$ cat config.mk
export PLATFORM = sky130hd
export DESIGN_NAME = bbdm_queue
export DESIGN_NICKNAME = d
export VERILOG_FILES = /design/src/assert_macros.svh /design/src/bbdm_queue.sv
export SDC_FILE = /design/constraint.sdc
export NUM_CORES = 1
export LEC_CHECK = 0
export ABC_AREA = 1
export BUFFER_PORTS_ARGS = -buffer_cell sky130_fd_sc_hd__buf_2
export CORE_ASPECT_RATIO = 0.9
export CORE_UTILIZATION = 49
export DETAILED_ROUTE_END_ITERATION = 16
export GPL_TIMING_DRIVEN = 0
export PLACE_DENSITY = 0.85
export SLEW_MARGIN = 20
export SYNTH_ARGS = -nofsm -noshare
export SYNTH_HDL_FRONTEND = slang
export SYNTH_SLANG_ARGS = --single-unit
export TNS_END_PERCENT = 100
$ cat constraint.sdc
create_clock -name clock -period 1.3 [get_ports clock]
set_input_delay 0.26 -clock clock [delete_from_list [all_inputs] [get_ports clock]]
set_output_delay 0.26 -clock clock [all_outputs]
set_load 0.1 [all_outputs]
$ cat src/assert_macros.svh
// assertion macros used by the demosaic back end
// define NO_ASSERTIONS to compile them out; no other dependencies
`ifndef ASSERT_MACROS_SVH
`define ASSERT_MACROS_SVH
`ifndef NO_ASSERTIONS
`define ASSERT_AT(label, clk, rst, prop) \
   label: assert property (@(posedge clk) disable iff (rst) prop) \
      else $error("assertion failed");
`define ASSERT_NEVER(label, clk, rst, cond) \
   label: assert property (@(posedge clk) disable iff (rst) !(cond)) \
      else $error("forbidden condition seen");
`else
`define ASSERT_AT(label, clk, rst, prop)
`define ASSERT_NEVER(label, clk, rst, cond)
`endif
`endif

$ cat src/bbdm_queue.sv
// small command queue between the front and back of the demosaic
// depends on nothing but its parameters
`timescale 1ns / 1ps
`default_nettype none

module bbdm_queue #(
   parameter int unsigned WIDTH = 8,
   parameter int unsigned DEPTH = 2
) (
   input  wire logic             clock,
   input  wire logic             reset,
   input  wire logic             push,
   input  wire logic [WIDTH-1:0] push_data,
   input  wire logic             pop,
   output logic      [WIDTH-1:0] pop_data,
   output logic                  empty,
   output logic                  full
);

   localparam int unsigned PtrWidth   = (DEPTH > 1) ? $clog2(DEPTH) : 1;
   localparam int unsigned CountWidth = $clog2(DEPTH + 1);

   logic [WIDTH-1:0]      entries_ff [DEPTH];
   logic [PtrWidth-1:0]   wr_ptr_ff, wr_ptr_in;
   logic [PtrWidth-1:0]   rd_ptr_ff, rd_ptr_in;
   logic [CountWidth-1:0] count_ff, count_in;

   assign empty    = (count_ff == '0);
   assign full     = (count_ff == CountWidth'(DEPTH));
   assign pop_data = entries_ff[rd_ptr_ff];

   always_comb begin
      wr_ptr_in = wr_ptr_ff;
      rd_ptr_in = rd_ptr_ff;
      count_in  = count_ff;
      if (push) begin
         wr_ptr_in = (wr_ptr_ff == PtrWidth'(DEPTH - 1)) ? '0 : wr_ptr_ff + PtrWidth'(1);
      end
      if (pop) begin
         rd_ptr_in = (rd_ptr_ff == PtrWidth'(DEPTH - 1)) ? '0 : rd_ptr_ff + PtrWidth'(1);
      end
      if (push && !pop) begin
         count_in = count_ff + CountWidth'(1);
      end else if (pop && !push) begin
         count_in = count_ff - CountWidth'(1);
      end
   end

   always_ff @(posedge clock) begin
      if (reset) begin
         wr_ptr_ff <= '0;
         rd_ptr_ff <= '0;
         count_ff  <= '0;
      end else begin
         wr_ptr_ff <= wr_ptr_in;
         rd_ptr_ff <= rd_ptr_in;
         count_ff  <= count_in;
      end
   end

   always_ff @(posedge clock) begin
      if (push) begin
         entries_ff[wr_ptr_ff] <= push_data;
      end
   end

endmodule

`default_nettype wire

Word-level counts from Yosys, hierarchy flattened. Memory sizes are Yosys's and may differ from the RTL's. A register that Yosys moved wholly into a read port is not among the register bits. Cells that the tools add are included.

$add $sub $neg: 4. Eq/ne operators: 1. Muxes and demuxes: 8. Reduce and logical (&&, ||, !) cells: 6.

Operator list (count): two-way mux 1 bit (6); two-way mux 2 bit (2); adder 1 bit, second input constant (2); adder 2 x 1 -> 2 bit, second input constant (1); equality test 2 bit, second input constant (1); logical AND 1 bit (2); logical NOT 1 bit (2); logical NOT 2 bit (1); nonzero test 2 bit (1); subtractor 2 x 1 -> 2 bit, second input constant (1).

Register bits: 4. Memory bits (writable): 16. Output and inout port bits: 10. Memories kept: 1.

Memory list: entries_ff (depth 2, bits a word 8, read ports 1, clocked after memory_dff 1, wr ports 1, line bbdm_queue.sv:23) `logic [WIDTH-1:0] entries_ff [DEPTH];`.

Logic depth before layout (Yosys ltp).
Word-level depth: 4. Gate-level depth with buffers: 8. Mapped depth without buffers: 8.

Least setup slack after synthesis. Ideal clock, no wire load.

Kind: reg-to-output. Start: register count_ff[1]. End: output port full. Arrival time: 1.631 ns. Setup slack: -0.591 ns. Stages on the path, launching flop included: 3. Cell sequence: dfxtp_1 inv_1 nor2_1.

Word-level cells in the longest chain between the ends: 1.

Ends and longest elaborated chain: start, declared (line bbdm_queue.sv:26) `logic [CountWidth-1:0] count_ff, count_in;`; start signal, assigned (line bbdm_queue.sv:57) `count_ff <= count_in;`; equality test 2 bit (line bbdm_queue.sv:29) `assign full = (count_ff == CountWidth'(DEPTH));`; end, declared (line bbdm_queue.sv:17) `output logic full`.

Every way passes these cells.

==> results.ini <==
[outcome]
status = complete, but fails checks
violations = setup timing

[synth]
syn_area_per_cell_um2 = 14.0
synth.net_count = 71
ys_seq_area_frac = 0.716
synthCells = 58
synth.distinct_cells = 16
yosysTopAreaCellShare = 0.593
synth_top_area_cell = edfxtp_1
synth_area_um2 = 811
yosysWarnings = 0
synth.ff_latch_count = 21
synthTopCellsByArea = edfxtp_1 (59%), dfxtp_1 (12%), mux2_2 (11%)

[pwr]
p_leak_nw = 0.502
total_power_mw = 1.68
power.density_mw_per_mm2 = 1430
vdd_drop_max_v = 0.000915

[sta]
period_needed_ns = 1.55
slew_viol_final = 0
fin_skew_ns = 0.00132
setup_viol = 8
tns_ns = -1.95
timing_hold_violations_final = 0
relSlewSlack = 0.557
tightestPinTransition_ns = 0.662
fin_crit_sh = 1.19
finalWorstSetupSlack_ns = -0.252
max_freq_mhz = 644
rsz0062_at_grt = true

[detailed_routing]
drc = 0
first_pass_iters = 3
vias_per_cell = 4.85
postRouteAntennaNets = 0
first_iter_violations = 5
num_vias = 509
wire_per_inst_um = 14.4
wirelength_um = 1520

[cells_and_area]
final_cells = 105
area_growth_syn_to_layout_pct = 44.8
drive_gt1_frac = 0.506
layout_commonest_cell = edfxtp_1
diodes = 0
nNetsFinal = 97
mostFrequentLayoutCells = edfxtp_1 (16), buf_2 (11), buf_12 (9)

[floorplan]
die_h_um = 40.6
io_pins = 22
rows = 13
die_area_mm2 = 0.00182
die_x_um = 44.9
initial_utilization = 0.542
coreArea_mm2 = 0.00150

[clock_network]
cts_hold_buf = 0
clk_latency_ns = 0.30
cts_sinks = 21
ctsResizeCount = 51
clkTransAtPathRegs_ns = 0.11
cts_buffer_depth = 2
cts_tree = done
cts_buffers = 3
ctsHtreeMaxLevel = 1
cts_root_buf = clkbuf_4
cts_setup_buffers = 0

[setup_path]
worstPathRequired_ns = 1.04
crit_fanout = 8
worstPathArrival_ns = 1.29
cp-end-kind = output port
path_class = reg -> out
cp-start-kind = register

[grt]
grt_overflow = 0
grt_pass1_wl_um = 2150
grt_max_degree = 13
grt_pass1_vias = 464
grtUsageTotal = 0.188
antenna_found_initial = 0

[placement]
hpwlAfterDp_um = 914
gp_congestion = 0.672
place_inst = 101
port_buffers = 21
pre_cts_slack_ns = -0.0448

[flow_run]
max_cap_viol_count = 0

[worst_hold_path]
min_path_type = in -> reg

## worst paths after layout
kind / startpoint / to / slack [ns] / cells past startpoint
max: register / pop_data[7] / -0.25 / 3
min: push_data[6] / entries_ff[0][6] / 0.14 / 1
max reg2reg: wr_ptr_ff / entries_ff[0][3] / 0.08 / 1
min reg2reg: wr_ptr_ff / wr_ptr_ff / 0.53 / 2
## layer usage
layer	vias up	global-route usage	part of all wire
met5	-	0	0
met4	0	0.0455	0
met3	0	0.0721	0.048
met2	19	0.357	0.55
met1	243	0.200	0.41
li1	247	-	-
## kinds of logic after synthesis
kind of cell	Yosys count	share of synthesized area
compound gates	2	0.0123
xor+xnor	1	0.0108
fa+ha+maj	1	0.0154
buf+inv	10	0.0556
flops	21	0.716
mux	8	0.111
simple gates	15	0.0787
## cells in the mapped netlist
| master | number |
|---|---|
| edfxtp_1 | 16 |
| nor2_1 | 7 |
| nand4_1 | 1 |
| nor3_1 | 1 |
| mux2_2 | 8 |
| nand2_2 | 1 |
| buf_6 | 1 |
| ha_1 | 1 |
| o21ai_0 | 1 |
| inv_1 | 8 |
| dfxtp_1 | 5 |
| nand2_1 | 4 |
| a21oi_1 | 1 |
| nand3_1 | 1 |
| xnor2_1 | 1 |
| inv_2 | 1 |
## where the power goes
part	total (mW)	internal (mW)	leakage, nW	switching [mW]
registers	0.800	0.770	0.193	0.0294
clock network	0.300	0.115	0.0177	0.185
logic	0.577	0.214	0.292	0.363
total	1.68	1.10	0.502	0.578
## final cells by class
cell class / instances / area [µm²]
Sequential cell: 21 / 587
Inverter: 9 / 36.3
Timing Repair Buffer: 21 / 250
Multi-Input combinational cell: 27 / 230
Clock inverter: 1 / 5.00
Fill cell: 94 / 323
Buffer: 1 / 15.0
Clock buffer: 3 / 22.5
Tap cell: 22 / 27.5
## sequential cells by signal, indices dropped and copies added (netlist names), named ones only
register	cells
count_ff	2
entries_ff	16
rd_ptr_ff	1
wr_ptr_ff	1
## stage by stage
step	area (µm²)	hold WS, ns	utilization
after detailed placement	958	0.451	0.640
final	1170	0.141	0.784
after floorplan	826	0.332	-
after CTS	1160	0.130	0.778
after global routing	1170	0.122	0.784
after global placement	958	0.448	0.640
## worst max-delay path: stages, from the launching register on
cell     delay [ns]
dfxtp_2        0.35
buf_8          0.14
mux2_4         0.33
buf_12         0.17
Note: power is estimated with default switching activity, not from simulation.
