--- src/assert_macros.svh ---
// assertion macros used by the demosaic back end
// define NO_ASSERTIONS to compile them out; no other dependencies
`ifndef ASSERT_MACROS_SVH
`define ASSERT_MACROS_SVH
`ifndef NO_ASSERTIONS
`define ASSERT_AT(label, clk, rst, prop) \
   label: assert property (@(posedge clk) disable iff (rst) prop) \
      else $error("assertion failed");
`define ASSERT_NEVER(label, clk, rst, cond) \
   label: assert property (@(posedge clk) disable iff (rst) !(cond)) \
      else $error("forbidden condition seen");
`else
`define ASSERT_AT(label, clk, rst, prop)
`define ASSERT_NEVER(label, clk, rst, cond)
`endif
`endif

--- src/bbdm_pkg.sv ---
// shared types and constants for the bayer bilinear demosaic
// no dependencies
`timescale 1ns / 1ps
`default_nettype none

package bbdm_pkg;

   localparam int unsigned MaxWidthDefault  = 2048;
   localparam int unsigned MaxHeightDefault = 2048;
   localparam int unsigned PixelWidth       = 8;
   localparam int unsigned CfgDataWidth     = 32;
   localparam int unsigned CfgFieldWidth    = 12;
   localparam int unsigned CfgAddrWidth     = 3;
   localparam int unsigned QueueDepth       = 2;

   localparam logic [CfgFieldWidth-1:0] WidthReset  = 12'd40;
   localparam logic [CfgFieldWidth-1:0] HeightReset = 12'd30;

   typedef enum logic {
      REG_FRAME_WIDTH  = 1'b0,
      REG_FRAME_HEIGHT = 1'b1
   } reg_index_type;

   typedef enum logic {
      ACT_PIXEL = 1'b0,
      ACT_DRAIN = 1'b1
   } action_type;

   typedef logic [PixelWidth-1:0] pixel_type;

   // per-request command handed from front to back
   typedef struct packed {
      logic      drain;
      logic      emit;
      pixel_type raw;
      logic      row_odd;
      logic      col_odd;
      logic      row_first;
      logic      row_last;
      logic      col_first;
      logic      col_last;
   } item_tag_type;

endpackage

`default_nettype wire

--- src/bbdm_front.sv ---
// front end: takes requests, tracks input and output raster positions,
// drops idle drain ticks and issues commands; uses bbdm_pkg
`timescale 1ns / 1ps
`default_nettype none

module bbdm_front import bbdm_pkg::*; #(
   parameter int unsigned COL_WIDTH = 11,
   parameter int unsigned ROW_WIDTH = 11
) (
   input  wire logic                 clock,
   input  wire logic                 reset,
   input  wire logic                 cfg_restart,
   input  wire logic [COL_WIDTH-1:0] width_last,
   input  wire logic [ROW_WIDTH-1:0] height_last,
   input  wire logic                 req_valid,
   output logic                      req_ready,
   input  wire logic                 req_action,
   input  wire pixel_type            req_raw_value,
   input  wire logic                 queue_full,
   output logic                      push,
   output logic      [COL_WIDTH-1:0] push_addr,
   output item_tag_type              push_tag
);

   logic [COL_WIDTH-1:0] in_col_ff, in_col_in;
   logic [ROW_WIDTH-1:0] in_row_ff, in_row_in;
   logic [COL_WIDTH-1:0] out_col_ff, out_col_in;
   logic [ROW_WIDTH-1:0] out_row_ff, out_row_in;
   logic [COL_WIDTH-1:0] ocol;
   logic [ROW_WIDTH-1:0] orow;
   logic                 emit;
   logic                 accept;

   assign req_ready = !queue_full;
   assign accept    = req_valid && req_ready;

   always_comb begin
      in_col_in  = in_col_ff;
      in_row_in  = in_row_ff;
      out_col_in = out_col_ff;
      out_row_in = out_row_ff;
      push       = 1'b0;
      push_addr  = in_col_ff;
      emit       = 1'b0;
      orow       = out_row_ff;
      ocol       = out_col_ff;
      if (cfg_restart) begin
         in_col_in  = '0;
         in_row_in  = '0;
         out_col_in = '0;
         out_row_in = '0;
      end else if (accept) begin
         unique case (action_type'(req_action))
            ACT_PIXEL: begin
               push = 1'b1;
               if (in_col_ff != '0 && in_row_ff != '0) begin
                  emit       = 1'b1;
                  orow       = in_row_ff - ROW_WIDTH'(1);
                  ocol       = in_col_ff - COL_WIDTH'(1);
                  out_row_in = in_row_ff - ROW_WIDTH'(1);
                  out_col_in = in_col_ff;
               end else if (in_col_ff == '0 && in_row_ff > ROW_WIDTH'(1)) begin
                  // column 0 closes out the previous row's last pixel
                  emit       = 1'b1;
                  orow       = in_row_ff - ROW_WIDTH'(2);
                  ocol       = width_last;
                  out_row_in = in_row_ff - ROW_WIDTH'(1);
                  out_col_in = '0;
               end else if (in_col_ff == '0 && in_row_ff == '0) begin
                  // new frame drops whatever is still pending
                  out_row_in = '0;
                  out_col_in = '0;
               end
               if (in_col_ff == width_last) begin
                  in_col_in = '0;
                  in_row_in = (in_row_ff == height_last) ? '0 : in_row_ff + ROW_WIDTH'(1);
               end else begin
                  in_col_in = in_col_ff + COL_WIDTH'(1);
               end
            end
            ACT_DRAIN: begin
               if (in_col_ff == '0 && in_row_ff == '0 &&
                   (out_col_ff != '0 || out_row_ff != '0)) begin
                  push      = 1'b1;
                  emit      = 1'b1;
                  push_addr = (out_col_ff == width_last) ? '0 : out_col_ff + COL_WIDTH'(1);
                  if (out_col_ff == width_last) begin
                     out_col_in = '0;
                     out_row_in = (out_row_ff == height_last) ? '0
                                                              : out_row_ff + ROW_WIDTH'(1);
                  end else begin
                     out_col_in = out_col_ff + COL_WIDTH'(1);
                  end
               end
            end
            default: ;
         endcase
      end
   end

   always_comb begin
      push_tag.drain     = (action_type'(req_action) == ACT_DRAIN);
      push_tag.emit      = emit;
      push_tag.raw       = req_raw_value;
      push_tag.row_odd   = orow[0];
      push_tag.col_odd   = ocol[0];
      push_tag.row_first = (orow == '0);
      push_tag.row_last  = (orow == height_last);
      push_tag.col_first = (ocol == '0);
      push_tag.col_last  = (ocol == width_last);
   end

   always_ff @(posedge clock) begin
      if (reset) begin
         in_col_ff  <= '0;
         in_row_ff  <= '0;
         out_col_ff <= '0;
         out_row_ff <= '0;
      end else begin
         in_col_ff  <= in_col_in;
         in_row_ff  <= in_row_in;
         out_col_ff <= out_col_in;
         out_row_ff <= out_row_in;
      end
   end

endmodule

`default_nettype wire

--- config.mk ---
export PLATFORM = sky130hd
export DESIGN_NAME = bbdm_front
export DESIGN_NICKNAME = d
export VERILOG_FILES = /design/src/assert_macros.svh /design/src/bbdm_pkg.sv /design/src/bbdm_front.sv
export SDC_FILE = /design/constraint.sdc
export NUM_CORES = 1
export LEC_CHECK = 0
export ABC_AREA = 1
export BUFFER_PORTS_ARGS = -buffer_cell sky130_fd_sc_hd__buf_2
export CORE_MARGIN = 2
export CORE_UTILIZATION = 60
export DETAILED_ROUTE_END_ITERATION = 16
export GPL_TIMING_DRIVEN = 0
export PLACE_DENSITY_LB_ADDON = 0.12
export SLEW_MARGIN = 20
export SYNTH_ARGS = -nofsm -noshare
export SYNTH_HDL_FRONTEND = slang
export SYNTH_SLANG_ARGS = --single-unit
--- constraint.sdc ---
create_clock -name clock -period 3.9 [get_ports clock]
set_clock_uncertainty 0.2 [all_clocks]
set_input_delay 0.78 -clock clock [delete_from_list [all_inputs] [get_ports clock]]
set_output_delay 0.78 -clock clock [all_outputs]
set_load 0.01 [all_outputs]
After elaboration in Yosys (flattened, before gate mapping)
Cells that the tools add are included.
- add/sub/neg operators: 7
- $mul: 0
- divide/modulo/power cells: 0
- $lt $le $gt $ge: 1
- eq/ne operators: 9
- shift operators: 0
- mux-type cells: 37
- bitwise gates (word level): 1
- reductions and logical operators: 20
- operators by type and width (cell ; number):
    2-to-1 mux 11 bit ; 26
    equality test 11 bit ; 6
    adder 11 x 1 -> 11 bit, second input constant ; 4
    zero test 11 bit ; 4
    one-hot mux 11 bit (2 select lines) ; 2
    nonzero test 11 bit ; 4
    subtractor 11 x 1 -> 11 bit, second input constant ; 2
    greater-than comparator 11 x 1 -> 1 bit, second input constant ; 1
    subtractor 11 x 2 -> 11 bit, second input constant ; 1
    2-to-1 mux 1 bit ; 7
    AND reduction 3 bit ; 2
    logical AND 1 bit ; 5
    inequality test 2 x 1 -> 1 bit, second input constant ; 2
    inequality test 4 bit, second input constant ; 1
    one-hot mux 1 bit (2 select lines) ; 2
    AND reduction 4 bit ; 1
    AND reduction 2 bit ; 1
    OR reduction 2 bit ; 1
    zero test 1 bit ; 1
    logical OR 1 bit ; 1
    NOT 1 bit ; 1
- bits in registers: 44
- bits in latches: 0
- RAM bits: 0
- memory bits (read-only): 0
- bits of input ports: 36
- output and inout port bits: 29
- word-level logic and storage cells: 79
- memories: 0

Depth between registers and ports, before layout
- depth after elaboration: 8
- depth in mapped cells: 19
- gate-level depth less buffers: 18

Worst setup path before layout
No wires, ideal clock.
- kind: input to output
- start: input queue_full
- end: output push_tag[1] (netlist bit)
- arrival: 2254 ps
- data required time: 2920 ps
- slack: 666 ps
- stages on the path: 10
- path buffers: 1
- cells stage by stage: inv_2 nand2_1 nor2_1 nand2_1 inv_2 clkbuf_1 nand2_1 nand2_1 nand4_1 nor3_1
- RTL lines (what ; line ; source):
    start: declaration ; bbdm_front.sv:19 ; input wire logic queue_full,
    end: declaration ; bbdm_front.sv:22 ; output item_tag_type push_tag

==> results.yml <==
sta:
  max_clock_freq_ghz: 0.263
  worst_pin_slew_ns: 0.707
  layout_worst_path_cycle_share_pct: 97.4
  relSlewSlack_pct: 52.8
  final_setup_violations: 0
  min_period_ns: 3.80
  final-max-slew-violation-count: 0
  fin_tns_setup_ns: 0
  endpoints_failing_hold: 0
critical_path:
  worst_r2r_startpoint: "in_row_ff[2]"
  worst_setup_path_startpoint: "queue_full"
  cp_common_cell: "sky130_fd_sc_hd__nand2_1"
  crit_path_dat_ns: 2.82
  slowest_stage: "sky130_fd_sc_hd__clkbuf_2"
  crit_path_cell_trace: "buf_2 -> inv_2 -> nand2_1 -> nor2_2 -> nand2_1 -> inv_2 -> clkbuf_2 -> nand2_1 -> nand2_1 -> nand4_1 -> nor3_1 -> buf_2"
  type_of_element_capturing_the_critical_path: "primary output"
  path_max_fanout: 10
  startpoint_type: "input pin"
  setup.worst_path.class: "input pin to primary output"
  worstPathRequired_ns: 2.92
  slowest_delay_ns: 0.31
worst_hold_path:
  timing.hold.worst.start: "in_col_ff[4]"
  hold_path_class: "flip-flop to flip-flop"
final_layout:
  combined_area_of_the_multi_input_logic_cells_um2: 3650
  net_total_in_the_final_layout: 976
  diodes: 0
  finish.utilization_pct: 69.1
  fin_cells: 1030
  fillers: 788
  drive_above_1_share_pct: 18.2
  synthToLayoutAreaGrowth_pct: 11.2
  sequential_cell_area_um2: 886
outcome:
  outcome: "completed"
die:
  dieArea_um2: 9310
  initial_cell_density_of_the_core_pct: 62.2
  dieWidth_um: 96.5
  placeable_area_um2: 8260
  dieHeight_um: 96.5
  row_count: 33
  boundaryPins: 65
power:
  cellLeakagePower_nw: 2.88
  power_density_nw_per_um2: 183
  p_total_mw: 1.05
  max-vdd-ir-drop_uv: 160
clocking:
  htree_levels: 2
  tritoncts.num_buffers: 5
  ctsHoldBuffers: 0
  clock_insertion_delay_worst_skew_ns: 0.31
  clkSinkCount: 44
  cts.reportedPaths.clkPinSlew_ns: 0.08
  cts_tree: "built"
  clock_tree.root_cell: "sky130_fd_sc_hd__clkbuf_8"
  cts_buffer_depth: 2
global_routing:
  antenna_violations_before_repair: 0
  grt_pass1_vias: 5469
  grt_pass1_wl_um: 25600
  grt_use_total_pct: 35.5
  gr-total-overflow: 0
  grt_start_max_net_pins: 12
placed_design:
  hpwlAfterDp_um: 13300
  port_buffers: 56
  place_congestion: 0.993
  numPlacedInstances: 1016
synthesis:
  gate_count_post_synth: 855
  async_flop_share_pct: 0
  post_synth_most_frequent_cells: "sky130_fd_sc_hd__nand2_1, sky130_fd_sc_hd__inv_1, sky130_fd_sc_hd__nand3_1, sky130_fd_sc_hd__nor2_1"
  ys_ff_latch: 44
  mappedNetlistArea_um2: 5130
  post-synth-top-area-fraction_pct: 18.4
  synth-main-ff-cell: "sky130_fd_sc_hd__dfxtp_1"
  postSynthNetCount: 904
  yosysMostFrequentCell: "sky130_fd_sc_hd__nand2_1"
  synth_area_leaders: "sky130_fd_sc_hd__nand2_1, sky130_fd_sc_hd__dfxtp_1, sky130_fd_sc_hd__xor2_1"
  synth_cell_type_count: 40
  post_synth.cell_area_avg_um2: 6.00
  ys.warnings.count: 0
  synth_enable_flop_cells: 0
  post-synth-top-area-cell: "sky130_fd_sc_hd__nand2_1"
  post_synthesis_sequential_area_ratio_pct: 17.2
routing:
  routed_wl_um: 16700
  drt_iter0_markers: 387
  routed_wire_length_per_instance_um: 16.2
  drtPass1Iterations: 5
  vias_per_cell: 5.89
  drtAntennaViolNets: 0
  drcViolationCount: 0
  num_vias: 6062
job:
  timing.max_cap.violations: 0
cells by family after synthesis:
| family | count (synthesis) | share of synthesized area, % |
|---|---|---|
| adders and majority gates | 13 | 3.17 |
| and+or+nand+nor | 505 | 46.3 |
| DFF | 44 | 17.2 |
| xor gates and xnor gates | 52 | 8.87 |
| buffers and inverters | 130 | 11.9 |
| AOI/OAI and AO/OA | 111 | 12.6 |
per-layer routing:
metal	vias up	GRT usage, %	routed length, um
li1	2935	-	-
met1	2776	42.3	6600
met2	304	63.6	8130
met3	47	3.88	1350
met4	0	16.9	649
met5	-	0	0
through the flow:
stage / worst slack (ns) / hold WS (ns) / instance area (um2)
after floorplan: 0.666 / 0.327 / 5130
after global placement: -0.140 / 0.363 / 5550
after detailed placement: -0.131 / 0.376 / 5550
after CTS: 0.00819 / 0.390 / 5620
after global routing: -0.00828 / 0.422 / 5710
final: 0.0999 / 0.392 / 5710
final cells by class:
cell class / count / area share (%)
inverter: 90 / 5.96
sequential: 44 / 15.5
multi-input combinational: 681 / 64.0
timing repair buffer: 65 / 6.09
buffer: 40 / 4.93
clock buffer: 5 / 1.21
tap: 105 / 2.30
what timing repair did:
action / 4_1_cts / 5_1_grt
endpoints found under the setup margin: 4 / 10
resized for setup: 5 / 12
pin swaps: 0 / 2
gates cloned: 0 / 0
setup buffers: 0 / 9
path summary, 6_finish.rpt:
check	slack, ns	endpoint	cells after the start
max	0.1	push_tag[1]	12
min	0.39	in_col_ff[4]	2
max reg2reg	1.37	out_row_ff[4]	14
min reg2reg	0.39	in_col_ff[4]	2
layout by cell type (no fill, tap or decap), drive strengths merged, types with 3 or more instances in the layout:
cell type,synthesis,routed
a21oi,35,35
xor2,44,44
inv,90,90
nand3,74,74
xnor2,8,8
nor3b,4,4
nand2,272,272
o211ai,3,3
buf,31,95
o21ai,41,41
ha,13,13
dfxtp,44,44
nand3b,9,9
clkbuf,9,15
nand4,28,28
nor2,85,85
o21a,11,11
nor3,24,24
o22ai,15,15
nor4,8,8
a211oi,5,5
critical path, delay by kind of cell:
kind | cells | cell delay, ns
buffers and inverters | 5 | 0.90
AND/OR/NAND/NOR | 7 | 1.14
where the power goes:
group	leakage, nW	internal (mW)	switching [mW]
clock	0.0359	0.116	0.158
sequential	0.358	0.460	0.0137
combinational	2.49	0.111	0.187
state kept, by name, indices dropped and copies added (netlist names):
signal	count
out_row_ff	11
out_col_ff	11
in_row_ff	11
in_col_ff	11
Note: power is estimated with default switching activity, not from simulation.
